--- src/sv/atpr_pkg.sv ---
// shared types and constants for the adaptive threshold peak rate block
package atpr_pkg;

    localparam int SMP_W      = 16;            // signed input sample
    localparam int AMP_W      = 31;            // squared amplitude, q1.30
    localparam int POS_W      = 12;            // position, wraps at 4096
    localparam int RATE_W     = 16;            // rate in tenths of bpm
    localparam int RING_DEPTH = 5;
    localparam int PTR_W      = 3;
    localparam int ACC_W      = 33;            // sum of five amplitudes
    localparam int ALU_W      = ACC_W + 1;     // shared adder with carry out
    localparam int CNT_W      = 6;             // sequencer step counter

    // 4 * 60 * 10 * sample rate of 1200
    localparam int RATE_NUM_W = 22;
    localparam logic [RATE_NUM_W-1:0] RATE_NUM = RATE_NUM_W'(2880000);

    // divide by ten steps, counted down: seed, three folds, two subtracts, fix-up
    localparam logic [CNT_W-1:0]  THR_ST_SEED   = CNT_W'(7);
    localparam logic [CNT_W-1:0]  THR_ST_FOLD4  = CNT_W'(6);
    localparam logic [CNT_W-1:0]  THR_ST_FOLD8  = CNT_W'(5);
    localparam logic [CNT_W-1:0]  THR_ST_FOLD16 = CNT_W'(4);
    localparam logic [CNT_W-1:0]  THR_ST_SUB8   = CNT_W'(3);
    localparam logic [CNT_W-1:0]  THR_ST_SUB2   = CNT_W'(2);
    localparam logic [CNT_W-1:0]  THR_ST_FIX    = CNT_W'(1);
    localparam logic [CNT_W-1:0]  THR_STEPS     = THR_ST_SEED;
    // largest remainder of a division by ten
    localparam logic [ACC_W-1:0]  THR_REM_MAX   = ACC_W'(9);

    localparam logic [CNT_W-1:0]  RATE_STEPS    = CNT_W'(RATE_NUM_W);
    localparam logic [PTR_W-1:0]  RING_LAST     = PTR_W'(RING_DEPTH - 1);
    localparam logic [RATE_W-1:0] RATE_MAX      = '1;

    typedef enum logic [2:0] {
        ST_IDLE,
        ST_CHECK,
        ST_SUM,
        ST_THR,
        ST_SPAN,
        ST_DIV_RATE,
        ST_OUT
    } atpr_state_t;

endpackage

--- src/sv/adaptive_threshold_peak_rate_top.sv ---
// adaptive threshold peak detector with beat rate estimate, single module
// one input beat at a time: in_ready is high only in idle; a beat with a peak runs on one
//   shared 34-bit adder: ring sum (5 steps), divide by ten by shift-add (7 steps), rate
//   constant over span (22 steps, skipped on zero span); a stalled output holds off the next beat
// reset: rst_n asynchronous active low, clears history, rings, threshold and rate
module adaptive_threshold_peak_rate_top (
    input  logic                           clk,
    input  logic                           rst_n,
    input  logic                           in_valid,
    output logic                           in_ready,
    input  logic signed [atpr_pkg::SMP_W-1:0] sample,
    output logic                           out_valid,
    input  logic                           out_ready,
    output logic                           peak_found,
    output logic [atpr_pkg::AMP_W-1:0]     peak_amplitude,
    output logic [atpr_pkg::POS_W-1:0]     peak_position,
    output logic [atpr_pkg::AMP_W-1:0]     current_threshold,
    output logic [atpr_pkg::RATE_W-1:0]    rate_tenths_bpm
);
    import atpr_pkg::*;

    // sequencer
    atpr_state_t state_reg, state_next;

    // detector history
    logic [AMP_W-1:0]  cur_reg;        // square of the newest sample
    logic [AMP_W-1:0]  prev_reg;
    logic [AMP_W-1:0]  older_reg;
    logic [POS_W-1:0]  pos_cnt_reg;
    logic [AMP_W-1:0]  thr_reg;
    logic [RATE_W-1:0] rate_reg;

    // rings of the last five peaks
    logic [AMP_W-1:0]  amp_ring_reg [RING_DEPTH];
    logic [POS_W-1:0]  pos_ring_reg [RING_DEPTH];
    logic [PTR_W-1:0]  ptr_reg;
    logic [PTR_W-1:0]  ptr_inc;

    // per item working registers
    logic              found_reg;
    logic [AMP_W-1:0]  peak_amp_reg;
    logic [POS_W-1:0]  peak_pos_reg;
    logic [PTR_W-1:0]  sum_idx_reg;
    logic [ACC_W-1:0]  sum_reg;        // ring sum, then remainder of the divide by ten
    logic [ACC_W-1:0]  quo_reg;        // estimate of 0.8 * sum, then dividend / quotient shifter
    logic [POS_W-1:0]  rem_reg;
    logic [POS_W-1:0]  div_reg;
    logic [CNT_W-1:0]  cnt_reg;

    // output register
    logic              out_valid_reg;
    logic              found_out_reg;
    logic [AMP_W-1:0]  amp_out_reg;
    logic [POS_W-1:0]  pos_out_reg;
    logic [AMP_W-1:0]  thr_out_reg;
    logic [RATE_W-1:0] rate_out_reg;

    // shared adder
    logic [ACC_W-1:0]  alu_a;
    logic [ACC_W-1:0]  alu_b;
    logic              alu_cin;
    logic [ALU_W-1:0]  alu_res;

    logic [SMP_W-1:0]   mag;
    logic [2*SMP_W-1:0] sq_full;
    logic [POS_W:0]     trial;
    logic               no_borrow;
    logic               is_peak;
    logic [POS_W-1:0]   span;
    logic               out_free;
    logic               in_fire;

    // square of the incoming sample, magnitude of -32768 reads as 32768
    assign mag     = sample[SMP_W-1] ? (SMP_W'(0) - sample) : sample;
    assign sq_full = mag * mag;

    assign in_fire  = in_valid && in_ready;
    assign out_free = !out_valid_reg || out_ready;

    // peak test on the previous square; the newest square must clear the threshold of the last peak
    assign is_peak = (cur_reg > thr_reg) && (prev_reg > older_reg) && (prev_reg > cur_reg);

    assign ptr_inc = (ptr_reg == RING_LAST) ? '0 : ptr_reg + PTR_W'(1);

    // wrapped span from the oldest stored position to the newest
    assign span = peak_pos_reg - pos_ring_reg[ptr_reg];

    // restoring division step: shift the next dividend bit into the remainder
    assign trial     = {rem_reg, quo_reg[ACC_W-1]};
    assign no_borrow = alu_res[ALU_W-1];
    assign alu_res   = {1'b0, alu_a} + {1'b0, alu_b} + ALU_W'(alu_cin);

    always_comb
    begin
        state_next = state_reg;
        in_ready   = 1'b0;
        alu_a      = '0;
        alu_b      = '0;
        alu_cin    = 1'b0;
        case (state_reg)
            ST_IDLE:
            begin
                in_ready = 1'b1;
                if (in_valid)
                begin
                    state_next = ST_CHECK;
                end
            end
            ST_CHECK:
            begin
                state_next = is_peak ? ST_SUM : ST_OUT;
            end
            ST_SUM:
            begin
                alu_a = sum_reg;
                alu_b = ACC_W'(amp_ring_reg[sum_idx_reg]);
                if (sum_idx_reg == RING_LAST)
                begin
                    state_next = ST_THR;
                end
            end
            ST_THR:
            begin
                // sum / 10: estimate 0.8 * sum by shift-add, take an eighth,
                // then fix it up by one from the remainder
                case (cnt_reg)
                    THR_ST_SEED:
                    begin
                        alu_a = {1'b0, sum_reg[ACC_W-1:1]};
                        alu_b = {2'b00, sum_reg[ACC_W-1:2]};
                    end
                    THR_ST_FOLD4:
                    begin
                        alu_a = quo_reg;
                        alu_b = {4'h0, quo_reg[ACC_W-1:4]};
                    end
                    THR_ST_FOLD8:
                    begin
                        alu_a = quo_reg;
                        alu_b = {8'h00, quo_reg[ACC_W-1:8]};
                    end
                    THR_ST_FOLD16:
                    begin
                        alu_a = quo_reg;
                        alu_b = {16'h0000, quo_reg[ACC_W-1:16]};
                    end
                    THR_ST_SUB8:
                    begin
                        alu_a   = sum_reg;
                        alu_b   = ~{quo_reg[ACC_W-1:3], 3'b000};
                        alu_cin = 1'b1;
                    end
                    THR_ST_SUB2:
                    begin
                        alu_a   = sum_reg;
                        alu_b   = ~{2'b00, quo_reg[ACC_W-1:3], 1'b0};
                        alu_cin = 1'b1;
                    end
                    THR_ST_FIX:
                    begin
                        alu_a   = {3'b000, quo_reg[ACC_W-1:3]};
                        alu_cin = (sum_reg > THR_REM_MAX);
                    end
                    default:
                    begin
                    end
                endcase
                if (cnt_reg == THR_ST_FIX)
                begin
                    state_next = ST_SPAN;
                end
            end
            ST_SPAN:
            begin
                state_next = (span == '0) ? ST_OUT : ST_DIV_RATE;
            end
            ST_DIV_RATE:
            begin
                alu_a   = ACC_W'(trial);
                alu_b   = ~ACC_W'(div_reg);
                alu_cin = 1'b1;
                if (cnt_reg == CNT_W'(1))
                begin
                    state_next = ST_OUT;
                end
            end
            ST_OUT:
            begin
                if (out_free)
                begin
                    state_next = ST_IDLE;
                end
            end
            default:
            begin
                state_next = ST_IDLE;
            end
        endcase
    end

    always_ff @(posedge clk or negedge rst_n)
    begin
        if (!rst_n)
        begin
            state_reg <= ST_IDLE;
        end
        else
        begin
            state_reg <= state_next;
        end
    end

    // detector state, rings and the output handshake
    always_ff @(posedge clk or negedge rst_n)
    begin
        if (!rst_n)
        begin
            prev_reg      <= '0;
            older_reg     <= '0;
            pos_cnt_reg   <= '0;
            thr_reg       <= '0;
            rate_reg      <= '0;
            ptr_reg       <= '0;
            out_valid_reg <= 1'b0;
            for (int i = 0; i < RING_DEPTH; i++)
            begin
                amp_ring_reg[i] <= '0;
                pos_ring_reg[i] <= '0;
            end
        end
        else
        begin
            // a new result beat replaces the one taken at this edge
            if ((state_reg == ST_OUT) && out_free)
            begin
                out_valid_reg <= 1'b1;
            end
            else if (out_valid_reg && out_ready)
            begin
                out_valid_reg <= 1'b0;
            end
            case (state_reg)
                ST_CHECK:
                begin
                    if (is_peak)
                    begin
                        amp_ring_reg[ptr_reg] <= prev_reg;
                        pos_ring_reg[ptr_reg] <= pos_cnt_reg - POS_W'(1);
                    end
                    older_reg   <= prev_reg;
                    prev_reg    <= cur_reg;
                    pos_cnt_reg <= pos_cnt_reg + POS_W'(1);
                end
                ST_THR:
                begin
                    if (cnt_reg == THR_ST_FIX)
                    begin
                        thr_reg <= alu_res[AMP_W-1:0];
                        ptr_reg <= ptr_inc;
                    end
                end
                ST_DIV_RATE:
                begin
                    if (cnt_reg == CNT_W'(1))
                    begin
                        // the first RATE_NUM_W-1 quotient bits sit in the low bits, the last one is no_borrow
                        if (quo_reg[RATE_NUM_W-2:RATE_W-1] != '0)
                        begin
                            rate_reg <= RATE_MAX;
                        end
                        else
                        begin
                            rate_reg <= {quo_reg[RATE_W-2:0], no_borrow};
                        end
                    end
                end
                default:
                begin
                end
            endcase
        end
    end

    // working and output payload registers
    always_ff @(posedge clk)
    begin
        if (in_fire)
        begin
            cur_reg <= sq_full[AMP_W-1:0];
        end
        case (state_reg)
            ST_CHECK:
            begin
                found_reg    <= is_peak;
                peak_amp_reg <= is_peak ? prev_reg : '0;
                peak_pos_reg <= is_peak ? (pos_cnt_reg - POS_W'(1)) : '0;
                sum_reg      <= '0;
                sum_idx_reg  <= '0;
            end
            ST_SUM:
            begin
                sum_reg     <= alu_res[ACC_W-1:0];
                sum_idx_reg <= sum_idx_reg + PTR_W'(1);
                cnt_reg     <= THR_STEPS;
            end
            ST_THR:
            begin
                case (cnt_reg)
                    THR_ST_SEED, THR_ST_FOLD4, THR_ST_FOLD8, THR_ST_FOLD16:
                    begin
                        quo_reg <= alu_res[ACC_W-1:0];
                    end
                    THR_ST_SUB8, THR_ST_SUB2:
                    begin
                        sum_reg <= alu_res[ACC_W-1:0];
                    end
                    default:
                    begin
                    end
                endcase
                cnt_reg <= cnt_reg - CNT_W'(1);
            end
            ST_DIV_RATE:
            begin
                rem_reg <= no_borrow ? alu_res[POS_W-1:0] : trial[POS_W-1:0];
                quo_reg <= {quo_reg[ACC_W-2:0], no_borrow};
                cnt_reg <= cnt_reg - CNT_W'(1);
            end
            ST_SPAN:
            begin
                // dividend left aligned so the quotient lands in the low bits
                quo_reg <= {RATE_NUM, (ACC_W-RATE_NUM_W)'(0)};
                rem_reg <= '0;
                div_reg <= span;
                cnt_reg <= RATE_STEPS;
            end
            ST_OUT:
            begin
                if (out_free)
                begin
                    found_out_reg <= found_reg;
                    amp_out_reg   <= peak_amp_reg;
                    pos_out_reg   <= peak_pos_reg;
                    thr_out_reg   <= thr_reg;
                    rate_out_reg  <= rate_reg;
                end
            end
            default:
            begin
            end
        endcase
    end

    assign out_valid         = out_valid_reg;
    assign peak_found        = found_out_reg;
    assign peak_amplitude    = amp_out_reg;
    assign peak_position     = pos_out_reg;
    assign current_threshold = thr_out_reg;
    assign rate_tenths_bpm   = rate_out_reg;

endmodule

--- config.mk ---
export PLATFORM = sky130hd
export DESIGN_NAME = adaptive_threshold_peak_rate_top
export DESIGN_NICKNAME = d
export VERILOG_FILES = /design/src/sv/atpr_pkg.sv /design/src/sv/adaptive_threshold_peak_rate_top.sv
export SDC_FILE = /design/constraint.sdc
export NUM_CORES = 2
export LEC_CHECK = 0
export BUFFER_PORTS_ARGS = -buffer_cell sky130_fd_sc_hd__buf_2
export CELL_PAD_IN_SITES_DETAIL_PLACEMENT = 1
export CELL_PAD_IN_SITES_GLOBAL_PLACEMENT = 2
export CORE_MARGIN = 4
export CORE_UTILIZATION = 45
export DETAILED_ROUTE_END_ITERATION = 16
export PLACE_DENSITY = 0.95
export SYNTH_ARGS = -nofsm -noshare
export SYNTH_HDL_FRONTEND = slang
export SYNTH_SLANG_ARGS = --single-unit
--- constraint.sdc ---
create_clock -name clk -period 12.8 [get_ports clk]
set_input_delay 1.28 -clock clk [delete_from_list [all_inputs] [get_ports clk]]
set_output_delay 1.28 -clock clk [all_outputs]
set_load 0.005 [all_outputs]
---- Word level (Yosys, flattened, before mapping) ----
Cells that the tools add are included.
cells by class
  reduce and logical (&&, ||, !) cells .... 28
  $lt $le $gt $ge ......................... 7
  bitwise logic cells ..................... 5
  multipliers ............................. 1
  eq/ne operators ......................... 22
  muxes and demuxes ....................... 40
  add/sub/neg operators ................... 9
operators by type and width
  kind                   count
  $pmux W33 S3           4
  $pmux W33 S6           1
  $bwmux W155            1
  $pmux W33 S4           1
  $bmux W31 S3           1
  $demux W31 S3          1
  $gt A31 B31 Y1         3
  $mux W31               3
  $mux W33               2
  $bwmux W60             1
  $mux W12               4
  $bmux W12 S3           1
  $demux W12 S3          1
  $add A33 B33 Y34       1
  $add A34 B1 Y34        1
  $gt A33 B4 Y1 const B  1
  $not A12 Y33           1
  $not A31 Y33           1
  $not A33 Y33           1
  $mux W16               2
  $mul A16 B16 Y31       1
  $eq A6 B3 Y1 const B   4
  $pmux W12 S2           1
  $mux W3                7
  other kinds (35)       67
storage, ports and cells
  word-level logic and storage cells ...... 145
  output and inout bits ................... 93
  flip-flop bits (word level) ............. 608
  input port bits ......................... 20

---- Depth between registers and ports, before layout ----
  word-level depth ........................ 9
  mapped depth ............................ 31
  mapped depth without buffers ............ 30

---- Worst setup path before layout ----
No wires, ideal clock.
  path kind ............................... input port to flip-flop
  start ................................... input sample[0] (netlist bit)
  end ..................................... register cur_reg[30], data pin
  slack ................................... 4.052 ns
  required time ........................... 12.540 ns
  buffers on the path ..................... 1
  stages .................................. 29
  data arrival time ....................... 8.488 ns
  setup time .............................. 0.260 ns
  cells stage by stage .................... inv_1 clkbuf_1 ha_1 nand2_1 or4_1 o41ai_1 xnor2_1 clkinv_1 nor2_1 fa_1 inv_1 fa_1 inv_1 fa_1 fa_1 fa_1 inv_1 fa_1 inv_1 ha_1 a21o_1 a21oi_1 o21ai_0 a221oi_1 and3_1 o21ai_0 a211o_1 a21oi_1 xnor2_1
between the ends
  longest elaborated chain between the ends .. 3
RTL lines
  element                 RTL line                                 source
  start: declaration      adaptive_threshold_peak_rate_top.sv:11   input logic signed [atpr_pkg::SMP_W-1:0] sample,
  $sub A1 B16 Y16         adaptive_threshold_peak_rate_top.sv:74   assign mag = sample[SMP_W-1] ? (SMP_W'(0) - sample) : sample;
  $mux W16 (*)            adaptive_threshold_peak_rate_top.sv:74
  $mul A16 B16 Y31 (*)    adaptive_threshold_peak_rate_top.sv:75   assign sq_full = mag * mag;
  net sq_full[30]         adaptive_threshold_peak_rate_top.sv:65   logic [2*SMP_W-1:0] sq_full;
  end signal: assignment  adaptive_threshold_peak_rate_top.sv:289  cur_reg <= sq_full[AMP_W-1:0];
  end: declaration        adaptive_threshold_peak_rate_top.sv:26   logic [AMP_W-1:0] cur_reg;
Mark *: on every way through the listed nets, which the timed path passes. The rest lies on a longest branch.
A chain may end at the register's enable or synchronous reset.

---- Final worst setup path ----
  start ................................... input sample[0] (netlist bit)
  end ..................................... register cur_reg[27], data pin
Same word-level chain as after synthesis.

==> results.sh <==
export IMPL_ys_ff_latch=598
export IMPL_die_area_um2=87530
export IMPL_cts_buffers=69
export IMPL_async_flop_share_pct=56.19
export IMPL_num_rows=105
export IMPL_grt_util_all_layers_pct=26.59
export IMPL_cpPeakStageDelay_ns=0.69
export IMPL_fin_crit_sh_pct=72.60
export IMPL_drc=0
export IMPL_cts_tree="built"
export IMPL_ys_warnings_count=0
export IMPL_clkSinkCount=598
export IMPL_post_cts_buffers=0
export IMPL_clk_pin_slew_worst_paths_ns=0.06
export IMPL_dp_hpwl_um=80470
export IMPL_num_vias=27462
export IMPL_die_h_um=295.9
export IMPL_gr_total_overflow=0
export IMPL_synth_compound_area_share_pct=11.61
export IMPL_fin_skew_ns=0.04304
export IMPL_ant_nets=0
export IMPL_hold_path_class="reg -> reg"
export IMPL_synth_top_flop_cell="dfrtp_1"
export IMPL_p_per_area_nw_per_um2=312.4
export IMPL_synth_area_um2=37290
export IMPL_cp_arrival_ns=9.63
export IMPL_crit_buf_inv=6
export IMPL_first_pass_iters=8
export IMPL_status="finished, final reports clean"
export IMPL_ios=113
export IMPL_crit_top_cell="fa_1"
export IMPL_wire_per_inst_um=25.52
export IMPL_period_needed_ns=9.292
export IMPL_core_um2=82110
export IMPL_seq_area_frac_synth_pct=43.65
export IMPL_cp_max_fo=17
export IMPL_cts_max_level=3
export IMPL_slew_viol_final=0
export IMPL_end_kind="flip-flop"
export IMPL_synth_adder_area_share_pct=17.07
export IMPL_grt_pass1_vias=29615
export IMPL_grt_setup_unrepaired="false"
export IMPL_finalHoldViolCount=0
export IMPL_max_freq_mhz=107.6
export IMPL_drt_iter0_drc=2586
export IMPL_area_growth_pct=10.63
export IMPL_cpLargestDelayFamily="adder cells"
export IMPL_dpl_cell_area_um2=38880
export IMPL_nFillCells=8691
export IMPL_grt_pass1_wl_um=179600
export IMPL_wl_um=116500
export IMPL_drive_above_1_share_pct=16.32
export IMPL_cellLeakagePower_nw=18.67
export IMPL_start_kind="primary input"
export IMPL_synth_area_per_cell_um2=11.03
export IMPL_place_gp_congestion=0.9089
export IMPL_tightestPinTransition_ns=1.142
export IMPL_syn_inst=3379
export IMPL_maxSlewHeadroom_pct=23.87
export IMPL_synthMuxAreaShare_pct=9.973
export IMPL_clock_path_buffers=3
export IMPL_finalSetupViolations=0
export IMPL_final_nets=3865
export IMPL_yosysUniqueCellTypes=79
export IMPL_cts_hold_buf=0
export IMPL_layout_common_cells="inv_1, dfrtp_1, nand2_1, edfxtp_1, ha_1"
export IMPL_slowest_stage="o31ai_1"
export IMPL_vdd_ir_drop_max_mv=0.2833
export IMPL_cp_required_ns=13.14
export IMPL_cap_violations=0
export IMPL_clkLatencyLatePin_ns=0.63
export IMPL_dieWidth_um=295.9
export IMPL_grt_start_max_net_pins=168
export IMPL_synth_top_family_by_area="adder cells"
export IMPL_via_per_inst=6.016
export IMPL_largest_reg_flops=150
export IMPL_synthSimpleGateAreaFrac_pct=9.232
export IMPL_grt_antenna_before_repair=4
export IMPL_final_area_um2=41250
export IMPL_start_util_pct=45.41
export IMPL_clockRootBuffer="clkbuf_16"
export IMPL_fin_util_pct=50.24
export IMPL_portBuffers=111
export IMPL_synth_edf_count=262
export IMPL_path_class="in -> reg"
export IMPL_final_setup_tns_ns=0
export IMPL_synth_xor_area_share_pct=2.678
export IMPL_cts_resized=0
export IMPL_final_common_cell="inv_1"
cells by family (layout without fill, tap and decap cells):
| kind of cell | after synthesis | in the layout |
|---|---|---|
| AOI/OAI and AO/OA | 668 | 668 |
| xor gates and xnor gates | 114 | 114 |
| adders and majority gates | 408 | 408 |
| buffers and inverters | 546 | 650 |
| DFF | 598 | 598 |
| muxes | 294 | 294 |
| other | 2 | 14 |
| and+or+nand+nor | 749 | 749 |
synthesized netlist by cell type, types with 65 or more instances:
cell type	n	area share, %
inv_1	359	3.6
dfrtp_1	336	23
nand2_1	285	2.9
edfxtp_1	262	21
ha_1	240	8.1
mux2_2	239	7.2
nor2_1	213	2.1
o21ai_0	176	2.4
fa_1	168	9.0
a21oi_1	160	2.1
clkbuf_1	132	1.3
xnor2_1	69	1.6
a21o_1	65	1.3
power breakdown:
| group | switching, mW | internal (mW) | leakage, nW |
|---|---|---|---|
| sequential | 0.608 | 2.83 | 7.03 |
| combinational | 4.51 | 2.86 | 10.5 |
| clock | 0.855 | 1.22 | 1.16 |
stage by stage:
step | setup WS, ns | total power, mW | cells | hold slack [ns]
final | 3.508 | 12.89 | 4565 | 0.4193
after global routing | 2.824 | 13.92 | 4563 | 0.4322
after CTS | 3.541 | 12.91 | 4563 | 0.4231
after detailed placement | 2.912 | 10.67 | 4436 | 0.4063
after global placement | 3.228 | 10.32 | 4436 | 0.4035
after floorplan | 4.052 | 8.364 | 3389 | 0.4003
final timing paths:
path / cells after the start / to / slack [ns] / from
worst min register to register: 0 / peak_amplitude[10]$_DFFE_PP_ / 0.42 / peak_amp_reg[10]$_SDFFCE_PN0P_
min in group asynchronous: 1 / thr_reg[22]$_DFFE_PN0P_ / 0.69 / rst_n
worst min-delay path: 0 / peak_amplitude[10]$_DFFE_PP_ / 0.42 / peak_amp_reg[10]$_SDFFCE_PN0P_
worst max register to register: 18 / quo_reg[18]$_DFFE_PP_ / 5.79 / cnt_reg[0]$_SDFFCE_PN1P_
max in group asynchronous: 3 / pos_cnt_reg[5]$_DFFE_PN0P_ / 9.67 / rst_n
worst max-delay path: 25 / cur_reg[27]$_DFFE_PP_ / 3.51 / sample[0]
layout make-up:
cell class                      instances  area, um2  share of cell area [%]
Sequential cell                       598      16280                   39.46
Antenna cell                            2      5.005                 0.01213
Clock buffer                           93       1939                   4.702
Multi-Input combinational cell       2245      18970                   46.00
Clock inverter                         34      429.2                   1.040
Timing Repair Buffer                  154      900.9                   2.184
Inverter                              369       1385                   3.358
Tap cell                             1070       1339                   3.246
routing by layer:
layer	routed length (um)	vias to the layer above	GRT usage, %
met2	57860	1020	45.67
met3	7104	258	3.640
met5	27	-	0
met4	4263	4	9.823
li1	-	11972	-
met1	47220	14208	34.56
Power figures use the tool's default switching activity.
